--- config.mk ---
export PLATFORM = sky130hd
export DESIGN_NAME = rgb_channel_gain_keyed_blend
export DESIGN_NICKNAME = d
export VERILOG_FILES = /design/src/sv/rgbgain_pkg.sv /design/src/sv/rgbgain_csr.sv /design/src/sv/rgbgain_pipe.sv /design/src/sv/rgb_channel_gain_keyed_blend.sv
export VERILOG_INCLUDE_DIRS = /design/src /design/src/sv
export SDC_FILE = /design/constraint.sdc
export NUM_CORES = 1
export LEC_CHECK = 0
export ABC_AREA = 1
export BUFFER_PORTS_ARGS = -buffer_cell sky130_fd_sc_hd__buf_4
export CORE_ASPECT_RATIO = 0.6
export CORE_MARGIN = 1.5
export CORE_UTILIZATION = 40
export DETAILED_ROUTE_END_ITERATION = 8
export GPL_ROUTABILITY_DRIVEN = 0
export SYNTH_ARGS = -nofsm -noshare
export SYNTH_HDL_FRONTEND = slang
export SYNTH_SLANG_ARGS = --single-unit
--- constraint.sdc ---
create_clock -name clock -period 6.35 [get_ports clock]
set_input_delay 0.9525 -clock clock [delete_from_list [all_inputs] [get_ports clock]]
set_output_delay 0.9525 -clock clock [all_outputs]
set_load 0.02 [all_outputs]
--- src/sv/rgb_channel_gain_keyed_blend_assert.svh ---
// ----------------------------------------------------------------------------
// RGB channel gain assertion macros
// Shared concurrent assertion wrappers, clocked on clock and disabled in reset.
// ----------------------------------------------------------------------------
`ifndef RGB_CHANNEL_GAIN_KEYED_BLEND_ASSERT_SVH
`define RGB_CHANNEL_GAIN_KEYED_BLEND_ASSERT_SVH
`ifndef SYNTHESIS
// Same-cycle implication.
`define RGBG_ASSERT_IMP(lbl, ante, cons) \
   lbl: assert property (@(posedge clock) disable iff (reset) (ante) |-> (cons)) \
      else $error("rgbgain: implication check failed");
// Next-cycle implication.
`define RGBG_ASSERT_NXT(lbl, ante, cons) \
   lbl: assert property (@(posedge clock) disable iff (reset) (ante) |=> (cons)) \
      else $error("rgbgain: next-cycle check failed");
`else
`define RGBG_ASSERT_IMP(lbl, ante, cons)
`define RGBG_ASSERT_NXT(lbl, ante, cons)
`endif
`endif

--- src/sv/rgbgain_pkg.sv ---
// ----------------------------------------------------------------------------
// RGB channel gain package
// Shared types, register map codes and gain helper functions.
// ----------------------------------------------------------------------------
package rgbgain_pkg;

   localparam int ADDR_W = 5;
   localparam int MULT_W = 22;
   localparam int PROD_W = 30;

   // Register indexes (byte address divided by four).
   localparam logic [2:0] REG_ENABLE       = 3'd0;
   localparam logic [2:0] REG_BLEND_MODE   = 3'd1;
   localparam logic [2:0] REG_KEY_EXCLUDE  = 3'd2;
   localparam logic [2:0] REG_RED_GAIN     = 3'd3;
   localparam logic [2:0] REG_GREEN_GAIN   = 3'd4;
   localparam logic [2:0] REG_BLUE_GAIN    = 3'd5;
   localparam logic [2:0] REG_KEY_COLOR    = 3'd6;
   localparam logic [2:0] REG_KEY_DISTANCE = 3'd7;

   // Blend modes; the unused code behaves as the saturating add.
   localparam logic [1:0] BLEND_REPLACE = 2'd0;
   localparam logic [1:0] BLEND_AVERAGE = 2'd1;
   localparam logic [1:0] BLEND_ADD     = 2'd2;

   typedef struct packed {
      logic              enable;
      logic [1:0]        blend_mode;
      logic              key_exclude;
      logic signed [13:0] red_gain;
      logic signed [13:0] green_gain;
      logic signed [13:0] blue_gain;
      logic [23:0]       key_color;
      logic [7:0]        key_distance;
   } cfg_type;

   // Q16 multiplier for one gain setting. A negative multiplier is
   // returned as zero, which makes the scaled channel zero as well.
   function automatic logic [MULT_W-1:0] gain_to_mult(input logic signed [13:0] g);
      logic signed [23:0] gx;
      logic signed [23:0] m;
      gx = {{10{g[13]}}, g};
      if (g[13]) begin
         m = 24'sd65536 + (gx <<< 4);
      end else begin
         m = 24'sd65536 + (gx <<< 8);
      end
      if (m[23]) begin
         return '0;
      end
      return m[MULT_W-1:0];
   endfunction

   // True when two channel values differ by no more than the distance.
   function automatic logic chan_near(input logic [7:0] a, input logic [7:0] b,
                                      input logic [7:0] d);
      logic [7:0] diff;
      diff = (a > b) ? (a - b) : (b - a);
      return diff <= d;
   endfunction

   // Scaled channel from a product: shift out the Q16 fraction, clamp at 255.
   function automatic logic [7:0] prod_to_chan(input logic [PROD_W-1:0] p);
      logic [13:0] whole;
      whole = p[PROD_W-1:16];
      return (whole > 14'd255) ? 8'hFF : whole[7:0];
   endfunction

   // Combine original and scaled channel according to the blend mode.
   function automatic logic [7:0] blend_chan(input logic [1:0] mode, input logic [7:0] o,
                                             input logic [7:0] s);
      logic [8:0] sum;
      logic [7:0] res;
      sum = {1'b0, o} + {1'b0, s};
      case (mode)
         BLEND_REPLACE: res = s;
         BLEND_AVERAGE: res = {1'b0, o[7:1]} + {1'b0, s[7:1]};
         default:       res = sum[8] ? 8'hFF : sum[7:0];
      endcase
      return res;
   endfunction

endpackage

--- src/sv/rgbgain_csr.sv ---
// ----------------------------------------------------------------------------
// RGB channel gain register file
// APB-style register bank holding the gain, blend and color key settings.
// ----------------------------------------------------------------------------
module rgbgain_csr import rgbgain_pkg::*; (
   input  logic              clock,
   input  logic              reset,
   input  logic              psel,
   input  logic              penable,
   input  logic              pwrite,
   input  logic [ADDR_W-1:0] paddr,
   input  logic [31:0]       pwdata,
   output logic [31:0]       prdata,
   output logic              pready,
   output cfg_type           cfg
);

   cfg_type    cfg_ff;
   cfg_type    cfg_in;
   logic       wr_en;
   logic [2:0] reg_idx;

   assign pready  = 1'b1;
   assign wr_en   = psel & penable & pwrite & pready;
   assign reg_idx = paddr[ADDR_W-1:2];
   assign cfg     = cfg_ff;

   always_comb begin
      cfg_in = cfg_ff;
      if (wr_en) begin
         case (reg_idx)
            REG_ENABLE:       cfg_in.enable       = pwdata[0];
            REG_BLEND_MODE:   cfg_in.blend_mode   = pwdata[1:0];
            REG_KEY_EXCLUDE:  cfg_in.key_exclude  = pwdata[0];
            REG_RED_GAIN:     cfg_in.red_gain     = pwdata[13:0];
            REG_GREEN_GAIN:   cfg_in.green_gain   = pwdata[13:0];
            REG_BLUE_GAIN:    cfg_in.blue_gain    = pwdata[13:0];
            REG_KEY_COLOR:    cfg_in.key_color    = pwdata[23:0];
            REG_KEY_DISTANCE: cfg_in.key_distance = pwdata[7:0];
            default:          cfg_in = cfg_ff;
         endcase
      end
   end

   always_ff @(posedge clock) begin
      if (reset) begin
         cfg_ff.enable       <= 1'b1;
         cfg_ff.blend_mode   <= BLEND_AVERAGE;
         cfg_ff.key_exclude  <= 1'b0;
         cfg_ff.red_gain     <= '0;
         cfg_ff.green_gain   <= '0;
         cfg_ff.blue_gain    <= '0;
         cfg_ff.key_color    <= '0;
         cfg_ff.key_distance <= 8'd16;
      end else begin
         cfg_ff <= cfg_in;
      end
   end

   // Gains read back sign extended.
   always_comb begin
      case (reg_idx)
         REG_ENABLE:       prdata = {31'd0, cfg_ff.enable};
         REG_BLEND_MODE:   prdata = {30'd0, cfg_ff.blend_mode};
         REG_KEY_EXCLUDE:  prdata = {31'd0, cfg_ff.key_exclude};
         REG_RED_GAIN:     prdata = {{18{cfg_ff.red_gain[13]}}, cfg_ff.red_gain};
         REG_GREEN_GAIN:   prdata = {{18{cfg_ff.green_gain[13]}}, cfg_ff.green_gain};
         REG_BLUE_GAIN:    prdata = {{18{cfg_ff.blue_gain[13]}}, cfg_ff.blue_gain};
         REG_KEY_COLOR:    prdata = {8'd0, cfg_ff.key_color};
         REG_KEY_DISTANCE: prdata = {24'd0, cfg_ff.key_distance};
         default:          prdata = '0;
      endcase
   end

endmodule

--- src/sv/rgbgain_pipe.sv ---
// ----------------------------------------------------------------------------
// RGB channel gain datapath
// Three-stage pixel pipeline: key test and multiplier, product, clamp and blend.
// ----------------------------------------------------------------------------
`include "rgb_channel_gain_keyed_blend_assert.svh"

module rgbgain_pipe import rgbgain_pkg::*; (
   input  logic        clock,
   input  logic        reset,
   input  cfg_type     cfg,
   input  logic        req_valid,
   output logic        req_stall,
   input  logic [23:0] req_pixel_in,
   input  logic        req_frame_last,
   output logic        rsp_valid,
   input  logic        rsp_stall,
   output logic [23:0] rsp_pixel_out,
   output logic        rsp_frame_last_out
);

   // Stage 1: input pixel, bypass decision and per-channel multipliers.
   logic                   s1_valid_ff, s1_valid_in;
   logic [23:0]            s1_pixel_ff;
   logic                   s1_last_ff;
   logic                   s1_bypass_ff, s1_bypass_in;
   logic [2:0][MULT_W-1:0] s1_mult_ff, s1_mult_in;

   // Stage 2: products.
   logic                   s2_valid_ff, s2_valid_in;
   logic [23:0]            s2_pixel_ff;
   logic                   s2_last_ff;
   logic                   s2_bypass_ff;
   logic [2:0][PROD_W-1:0] s2_prod_ff, s2_prod_in;

   // Stage 3: output register.
   logic                   out_valid_ff, out_valid_in;
   logic [23:0]            out_pixel_ff, out_pixel_in;
   logic                   out_last_ff;

   logic out_rdy, s2_rdy, s1_rdy;
   logic ld1, ld2, ld3;
   logic near;

   // Each stage takes a new item when it is empty or its item moves on.
   assign out_rdy   = !out_valid_ff || !rsp_stall;
   assign s2_rdy    = !s2_valid_ff || out_rdy;
   assign s1_rdy    = !s1_valid_ff || s2_rdy;
   assign req_stall = !s1_rdy;

   assign ld1 = s1_rdy && req_valid;
   assign ld2 = s2_rdy && s1_valid_ff;
   assign ld3 = out_rdy && s2_valid_ff;

   assign s1_valid_in  = s1_rdy ? req_valid : s1_valid_ff;
   assign s2_valid_in  = s2_rdy ? s1_valid_ff : s2_valid_ff;
   assign out_valid_in = out_rdy ? s2_valid_ff : out_valid_ff;

   assign near = chan_near(req_pixel_in[23:16], cfg.key_color[23:16], cfg.key_distance)
              && chan_near(req_pixel_in[15:8], cfg.key_color[15:8], cfg.key_distance)
              && chan_near(req_pixel_in[7:0], cfg.key_color[7:0], cfg.key_distance);

   assign s1_bypass_in  = !cfg.enable || (cfg.key_exclude && near);
   assign s1_mult_in[0] = gain_to_mult(cfg.red_gain);
   assign s1_mult_in[1] = gain_to_mult(cfg.green_gain);
   assign s1_mult_in[2] = gain_to_mult(cfg.blue_gain);

   always_comb begin
      for (int i = 0; i < 3; i++) begin
         s2_prod_in[i] = PROD_W'(s1_pixel_ff[(2-i)*8 +: 8]) * PROD_W'(s1_mult_ff[i]);
      end
   end

   always_comb begin
      if (s2_bypass_ff) begin
         out_pixel_in = s2_pixel_ff;
      end else begin
         for (int i = 0; i < 3; i++) begin
            out_pixel_in[(2-i)*8 +: 8] = blend_chan(cfg.blend_mode,
                                                    s2_pixel_ff[(2-i)*8 +: 8],
                                                    prod_to_chan(s2_prod_ff[i]));
         end
      end
   end

   always_ff @(posedge clock) begin
      if (reset) begin
         s1_valid_ff  <= 1'b0;
         s2_valid_ff  <= 1'b0;
         out_valid_ff <= 1'b0;
      end else begin
         s1_valid_ff  <= s1_valid_in;
         s2_valid_ff  <= s2_valid_in;
         out_valid_ff <= out_valid_in;
      end
   end

   always_ff @(posedge clock) begin
      if (ld1) begin
         s1_pixel_ff  <= req_pixel_in;
         s1_last_ff   <= req_frame_last;
         s1_bypass_ff <= s1_bypass_in;
         s1_mult_ff   <= s1_mult_in;
      end
      if (ld2) begin
         s2_pixel_ff  <= s1_pixel_ff;
         s2_last_ff   <= s1_last_ff;
         s2_bypass_ff <= s1_bypass_ff;
         s2_prod_ff   <= s2_prod_in;
      end
      if (ld3) begin
         out_pixel_ff <= out_pixel_in;
         out_last_ff  <= s2_last_ff;
      end
   end

   assign rsp_valid          = out_valid_ff;
   assign rsp_pixel_out      = out_pixel_ff;
   assign rsp_frame_last_out = out_last_ff;

   // The input is only held off while the first stage holds an item.
   `RGBG_ASSERT_IMP(a_stall_only_when_full, req_stall, s1_valid_ff)
   // A product stage item that cannot move stays put, data and all.
   `RGBG_ASSERT_NXT(a_s2_holds, (s2_valid_ff && !ld3), (s2_valid_ff && $stable(s2_pixel_ff) && $stable(s2_prod_ff)))
   // A bypassed pixel leaves exactly as it came in.
   `RGBG_ASSERT_NXT(a_bypass_unchanged, (ld3 && s2_bypass_ff), (rsp_pixel_out == $past(s2_pixel_ff)))

endmodule

--- src/sv/rgb_channel_gain_keyed_blend.sv ---
// ----------------------------------------------------------------------------
// RGB channel gain with keyed blend
// Per-channel brightness gain on 24-bit RGB pixels, blended with the input.
// ----------------------------------------------------------------------------
//
//   Channel   Direction  Handshake            Payload
//   req       in         req_valid/req_stall  req_pixel_in, req_frame_last
//   rsp       out        rsp_valid/rsp_stall  rsp_pixel_out, rsp_frame_last_out
//   config    in/out     psel/penable/pready  paddr, pwdata, prdata
//
// One item enters every cycle while req_stall is low; each item passes from
// acceptance through the three pipeline registers around the multiplier.
// Reset clears every stage valid bit and loads the register reset values.
// A stall on the result side fills the pipeline from the output backward, so
// up to three items are held before req_stall rises; nothing is dropped.
//
module rgb_channel_gain_keyed_blend import rgbgain_pkg::*; (
   input  logic              clock,
   input  logic              reset,
   // Input pixel channel.
   input  logic              req_valid,
   output logic              req_stall,
   input  logic [23:0]       req_pixel_in,
   input  logic              req_frame_last,
   // Result pixel channel.
   output logic              rsp_valid,
   input  logic              rsp_stall,
   output logic [23:0]       rsp_pixel_out,
   output logic              rsp_frame_last_out,
   // Register port.
   input  logic              psel,
   input  logic              penable,
   input  logic              pwrite,
   input  logic [ADDR_W-1:0] paddr,
   input  logic [31:0]       pwdata,
   output logic [31:0]       prdata,
   output logic              pready
);

   // Current settings from the register file, read by the first and output stages.
   // They must only change while no item is in flight; the block does not enforce it.
   cfg_type cfg;

   rgbgain_csr u_csr (
      .clock   (clock),
      .reset   (reset),
      .psel    (psel),
      .penable (penable),
      .pwrite  (pwrite),
      .paddr   (paddr),
      .pwdata  (pwdata),
      .prdata  (prdata),
      .pready  (pready),
      .cfg     (cfg)
   );

   // The pixel pipeline: the first stage decides whether the item bypasses
   // the effect and turns each gain into a Q16 multiplier, the second forms
   // the three products, and the third clamps, blends and holds the result.
   rgbgain_pipe u_pipe (
      .clock              (clock),
      .reset              (reset),
      .cfg                (cfg),
      .req_valid          (req_valid),
      .req_stall          (req_stall),
      .req_pixel_in       (req_pixel_in),
      .req_frame_last     (req_frame_last),
      .rsp_valid          (rsp_valid),
      .rsp_stall          (rsp_stall),
      .rsp_pixel_out      (rsp_pixel_out),
      .rsp_frame_last_out (rsp_frame_last_out)
   );

endmodule
==> impl_metrics.py, run 1 <==
metrics = {
    "outcome": {
        "status": "completed",
    },
    "cts": {
        "worstSkewPairLatency_ps": 600,
        "htreeDepth": 1,
        "cts_resized": 0,
        "cts_setup_buffers": 0,
        "clock-root-buffer": "clkbuf_16",
        "clkSlewWorstSetupHoldPaths_ps": 80,
        "tritoncts": "done",
        "max-clock-path-buffers": 3,
        "cts_hold_buf": 0,
        "cts_sinks": 254,
        "cts_made_buffers": 27,
    },
    "power": {
        "swShare_pct": 43.9,
        "clock_power_share_pct": 22.1,
        "combPwrFrac_pct": 49.1,
        "p_int_mw": 4.22,
        "ir_drop_mv": 0.238,
        "seqPwrFrac_pct": 28.8,
        "power_mw": 7.51,
        "p_leak_nw": 16.7,
        "power.density_nw_per_um2": 243,
        "p_sw_mw": 3.30,
    },
    "floorplan": {
        "pin_count": 129,
        "die_area_um2": 73400,
        "core_area_um2": 70400,
        "die_w_um": 349,
        "die_y_um": 210,
        "rows": 75,
        "initial_core_util_pct": 40.7,
    },
    "logic_synthesis": {
        "synthesis.area_um2": 28700,
        "ys_seq_elements": 254,
        "synth_fp_nets": 4394,
        "syn_avg_cell_area_um2": 7.54,
        "synth_edf_count": 173,
        "synth_flop_cell": "edfxtp_1",
        "yosys.cell_types.count": 45,
        "synth_seq_area_share_pct": 23.8,
        "ys_warn_count": 0,
        "syn-instance-count": 3803,
        "async_flop_share_pct": 0,
    },
    "finish": {
        "fin_util_pct": 44.0,
        "fill_cells": 7177,
        "postLayoutCellArea_um2": 31000,
        "antenna_cells": 0,
        "num-nets-final": 4383,
        "drive_above_1_share_pct": 5.98,
        "syn_to_final_growth_pct": 7.95,
    },
    "timing": {
        "relSlewSlack_pct": 23.5,
        "setup_ws_ps": 1130,
        "slew_viol_final": 0,
        "setup_tns_ps": 0,
        "rsz0062_at_grt": "no",
        "finalWorstPathRequiredPeriod_ps": 5220,
        "post-route-period-util_pct": 82.2,
        "max_freq_mhz": 191,
        "worst_pin_slew_ps": 1150,
        "finClkSkew_ps": 20.0,
        "final-setup-viol-count": 0,
        "hold_viol": 0,
    },
    "routing": {
        "drtPass1Iterations": 6,
        "viasPerCell": 4.95,
        "wl_per_cell_um": 16.5,
        "wirelength_um": 78100,
        "drc": 0,
        "ant_nets": 0,
        "drtIter0Drc": 2400,
        "vias": 23459,
    },
    "critical_path": {
        "startpoint": "u_pipe.s1_pixel_ff[14]",
        "rrSetupSlack_ps": 1130,
        "worstSetupEndpointType": "register",
        "reg2regPathDepth": 16,
        "cp.arrival_ps": 5560,
        "r2r_start": "u_pipe.s1_pixel_ff[14]",
        "crit_path_end": "u_pipe.s2_prod_ff[56]",
        "worstPathRequired_ps": 6680,
        "critPathLaunchType": "register",
        "r2r-end": "u_pipe.s2_prod_ff[56]",
        "critPathKind": "reg -> reg",
        "crit_fanout": 19,
    },
    "global_route": {
        "first_global_vias": 22076,
        "antenna_found_initial": 0,
        "grt_pass1_wl_um": 125000,
        "track_usage_pct": 21.5,
        "grt_start_max_net_pins": 77,
        "grt-ovfl-total": 0,
    },
    "place": {
        "dpl.hpwl_um": 62500,
        "preCtsSetupSlack_ps": 1250,
        "dpl_cell_area_um2": 30100,
        "port_buffers": 117,
    },
    "hold_path": {
        "hp-class": "reg -> reg",
    },
    "flow_run": {
        "max-cap-violations": 0,
    },
}
## cell usage after synthesis, types with 9 or more instances
| library cell | n | area share [%] |
|---|---|---|
| clkbuf_2 | 11 | 0.19 |
| o21ai_1 | 16 | 0.28 |
| o21ai_0 | 194 | 3.4 |
| dfxtp_1 | 81 | 5.7 |
| o21bai_1 | 9 | 0.24 |
| inv_2 | 10 | 0.13 |
| o2111ai_1 | 9 | 0.27 |
| a22oi_1 | 13 | 0.34 |
| nand3_1 | 113 | 2.0 |
| o22ai_1 | 17 | 0.37 |
| buf_4 | 12 | 0.31 |
| nand4_1 | 14 | 0.31 |
| inv_1 | 912 | 12 |
| buf_1 | 16 | 0.21 |
| a31oi_1 | 9 | 0.20 |
| xor2_1 | 41 | 1.3 |
| buf_2 | 25 | 0.44 |
| edfxtp_1 | 173 | 18 |
| nor3_1 | 34 | 0.59 |
| nand2_1 | 889 | 12 |
| nor2_1 | 214 | 2.8 |
| o211ai_1 | 9 | 0.24 |
| or2_2 | 25 | 0.55 |
| fa_1 | 297 | 21 |
| a21oi_1 | 255 | 4.5 |
| clkbuf_1 | 97 | 1.3 |
| xnor2_1 | 19 | 0.58 |
| ha_1 | 225 | 9.8 |
## logic make-up (layout without fill, tap and decap cells)
family / Yosys count / in the layout / share of synthesized area [%]
DFF: 254 / 254 / 23.8
and+or+nand+nor: 1319 / 1319 / 18.6
other: 1 / 1 / 0.0131
adders and majority gates: 522 / 522 / 30.5
buffers and inverters: 1088 / 1097 / 14.7
AOI/OAI and AO/OA: 559 / 559 / 10.5
xor gates and xnor gates: 60 / 60 / 1.83
## stage by stage
stage | cells | hold WS (ps)
3_3_place_gp | 4687 | 403
2_1_floorplan | 3803 | 400
5_1_grt | 4736 | 431
6_report | 4736 | 424
4_1_cts | 4736 | 423
3_5_place_dp | 4687 | 405
## cell usage in the layout, fill, tap and decap left out, drive strengths merged, types with 17 or more instances in the layout
cell type,Yosys,final
inv,922,925
o22ai,17,17
xor2,41,41
nand2,896,896
dfxtp,81,81
nor2,215,215
nor3,37,37
buf,57,125
nand3,116,116
a21oi,257,257
fa,297,297
xnor2,19,19
edfxtp,173,173
o21ai,215,215
ha,225,225
or2,25,25
clkbuf,108,29
## flip-flops by register name, summed over array words and instances (netlist names)
signal                     cells
u_csr.cfg                     78
u_pipe.rsp_frame_last_out      1
u_pipe.rsp_pixel_out          24
u_pipe.rsp_valid               1
u_pipe.s1_bypass_ff            1
u_pipe.s1_last_ff              1
u_pipe.s1_mult_ff             54
u_pipe.s1_pixel_ff            24
u_pipe.s1_valid_ff             1
u_pipe.s2_bypass_ff            1
u_pipe.s2_last_ff              1
u_pipe.s2_pixel_ff            24
u_pipe.s2_prod_ff             42
u_pipe.s2_valid_ff             1
## critical path, cell delays in order (launching register included)
cell      delay (ps)
edfxtp_1        1050
nand2_1          100
inv_1            110
fa_1             440
fa_1             520
fa_1             540
inv_1             50
fa_1             580
inv_1             60
ha_1             370
nand2_1          130
nor2_1           300
inv_1             70
nor3_1           320
nand3_1          130
nand3_1          120
xor2_1            70
## cell type report
type                    count  area [um2]  area share, %
repair buffers            125         938           3.03
well taps                 924        1160           3.73
inverters                 923        3460           11.2
flip-flops and latches    254        6820           22.0
clock inverters            20         216          0.699
multi-input cells        2461       17700           57.1
clock buffers              29         683           2.21
## power by group through the flow
stage               sequential [mW]  clock [mW]  combinational, mW
finish                         2.16        1.66               3.68
global route                   2.18        1.76               4.18
CTS                            2.16        1.69               3.62
detailed placement             2.19           0               3.59
global placement               2.19           0               3.57
floorplan                      2.09           0               2.66
## metal layers
layer,GRT usage [%],share of wire [%],wire length (um),vias to the layer above
met3,4.69,10,7920,47
li1,-,-,-,11604
met2,27.2,35,27600,900
met1,36.6,53,41800,10908
met5,0,0,0,-
met4,2.35,1.0,783,0
## worst min path at each step
stage	start	endpoint	slack (ps)	depth (start not counted)
2_1_floorplan	u_pipe.s2_last_ff	u_pipe.rsp_frame_last_out	400	0
3_3_place_gp	u_pipe.s1_bypass_ff	u_pipe.s2_bypass_ff	400	0
3_5_place_dp	u_pipe.s1_last_ff	u_pipe.s2_last_ff	410	0
4_1_cts	u_pipe.s1_last_ff	u_pipe.s2_last_ff	420	0
5_1_grt	u_pipe.s1_last_ff	u_pipe.s2_last_ff	430	0
6_report	u_pipe.s1_last_ff	u_pipe.s2_last_ff	420	0
Power figures use the tool's default switching activity.
==> run 2: changes to the inputs <==
==> constraint.sdc (replaced) <==
create_clock -name clock -period 4.3 [get_ports clock]
set_input_delay 0.645 -clock clock [delete_from_list [all_inputs] [get_ports clock]]
set_output_delay 0.645 -clock clock [all_outputs]
set_load 0.02 [all_outputs]
==> run 2 against run 1 <==
  * The run now ends with negative setup slack left
  * Critical path depth up 1
  * Register-to-register slack worse by 1200 ps
  * Sequential share of layout area down 2.7 points
  * Combinational power up 150%
==> impl_metrics.py, run 2 (synthesis results as in run 1) <==
metrics = {
    "outcome": {
        "status": "finished with violations",
        "violations": "negative setup slack",
    },
    "finish": {
        "final_common_cell": "inv_1",
        "drive_above_1_share_pct": 20.9,
        "layout_common_cells": "854 x inv_1, 815 x nand2_1, 357 x buf_4",
        "antenna_cells": 0,
        "syn_to_final_growth_pct": 23.3,
        "num-nets-final": 4664,
        "postLayoutCellArea_um2": 35400,
        "largest_reg_flops": 78,
        "fin_util_pct": 50.3,
    },
    "cts": {
        "htreeDepth": 1,
        "clock-root-buffer": "clkbuf_16",
        "worstSkewPairLatency_ps": 620,
        "cts_made_buffers": 28,
        "max-clock-path-buffers": 3,
        "cts_sinks": 254,
        "tritoncts": "done",
        "clkSlewWorstSetupHoldPaths_ps": 70,
    },
    "timing": {
        "finalWorstPathRequiredPeriod_ps": 4400,
        "finClkSkew_ps": 28.6,
        "setup_tns_ps": -669,
        "hold_viol": 0,
        "max_freq_mhz": 227,
        "relSlewSlack_pct": 24.5,
        "post-route-period-util_pct": 102,
        "worst_pin_slew_ps": 1130,
        "setup_ws_ps": -99.0,
        "rsz0062_at_grt": "yes",
        "final-setup-viol-count": 19,
        "slew_viol_final": 0,
    },
    "routing": {
        "wirelength_um": 84900,
        "drtPass1Iterations": 8,
        "viasPerCell": 5.00,
        "vias": 25092,
        "ant_nets": 0,
        "wl_per_cell_um": 16.9,
        "drc": 0,
        "drtIter0Drc": 2238,
    },
    "critical_path": {
        "critPathLaunchType": "register",
        "crit_fanout": 8,
        "r2r_start": "u_pipe.s1_pixel_ff[12]",
        "rrSetupSlack_ps": -100,
        "critPathKind": "reg -> reg",
        "worstSetupEndpointType": "register",
        "cp.arrival_ps": 4750,
        "crit_path_end": "u_pipe.s2_prod_ff[57]",
        "reg2regPathDepth": 17,
        "r2r-end": "u_pipe.s2_prod_ff[57]",
        "worstPathRequired_ps": 4660,
        "startpoint": "u_pipe.s1_pixel_ff[12]",
    },
    "floorplan": {
        "rows": 75,
        "die_w_um": 349,
        "die_y_um": 210,
        "die_area_um2": 73400,
        "core_area_um2": 70400,
        "initial_core_util_pct": 40.7,
        "pin_count": 129,
    },
    "flow_run": {
        "max-cap-violations": 0,
    },
    "place": {
        "port_buffers": 117,
        "dpl_cell_area_um2": 32000,
        "preCtsSetupSlack_ps": -154,
        "dpl.hpwl_um": 66000,
    },
    "hold_path": {
        "hp-class": "in -> reg",
        "holdPathStages": 1,
    },
    "power": {
        "p_leak_nw": 18.5,
        "power.density_nw_per_um2": 424,
        "ir_drop_mv": 0.281,
    },
    "global_route": {
        "first_global_vias": 24008,
        "grt_start_max_net_pins": 81,
        "antenna_found_initial": 1,
        "grt_pass1_wl_um": 133000,
        "grt-ovfl-total": 0,
        "track_usage_pct": 22.8,
    },
}
run 2: changes by cell type in the layout (fill, tap and decap cells not counted), sizes merged:
cell      change
buf         +278
bufinv        +5
clkbuf        +3
clkinvlp      -3
run 2: timing repair:
action                     in CTS  in global routing
gates resized for setup       140                323
buffers inserted               18                 27
pin swaps                      47                134
cloned                          1                  2
setup endpoints to repair      40                 42
hold buffers                    0                  0
run 2: critical path: stages, from the launching register on:
cell and delay [ps]:
edfxtp_1 440, buf_6 170, clkbuf_16 170, nand2_2 80, inv_2 50, fa_2 570
fa_1 430, fa_1 510, fa_1 570, ha_4 220, a21o_1 200, nand2_1 90
nand2_2 60, a21o_1 210, a21oi_2 180, nand2_1 70, nand2_1 60, nand2_1 60
run 2: how the worst min path moves through the flow:
stage / start / end / slack [ps]
final: req_pixel_in[7] / u_pipe.s1_pixel_ff[7] / 230
after global routing: req_frame_last / u_pipe.s1_last_ff / 220
after CTS: req_frame_last / u_pipe.s1_last_ff / 210
after detailed placement: u_pipe.s1_last_ff / u_pipe.s2_last_ff / 400
after global placement: u_pipe.s1_last_ff / u_pipe.s2_last_ff / 400
after floorplan: u_pipe.s2_last_ff / u_pipe.rsp_frame_last_out / 400
run 2: cell type report:
cell class | count | area [um2]
Timing Repair Buffer | 405 | 3460
Inverter | 923 | 3460
Clock inverter | 22 | 370
Sequential cell | 254 | 6820
Fill cell | 6704 | 35000
Tap cell | 924 | 1160
Clock buffer | 30 | 708
Multi-Input combinational cell | 2461 | 19400
run 2: routing by layer:
layer / global-route usage (%) / share of wire [%] / vias to the layer above
met4: 3.78 / 1.7 / 0
met3: 4.85 / 10 / 75
met5: 0 / 0 / -
met2: 29.8 / 38 / 957
li1: - / - / 12178
met1: 37.7 / 51 / 11882
run 2: report_power, final:
part | switching (mW) | internal, mW
registers | 0.114 | 2.98
clock network | 1.17 | 1.70
logic | 5.11 | 3.91
run 2: metrics by stage:
step           hold slack [ps]  total power [mW]  instances
2_1_floorplan              400              7.01       3803
3_3_place_gp               401              9.55       4919
3_5_place_dp               405              9.61       4919
4_1_cts                    206              13.2       4990
5_1_grt                    216              16.0       5019
6_report                   225              15.0       5019
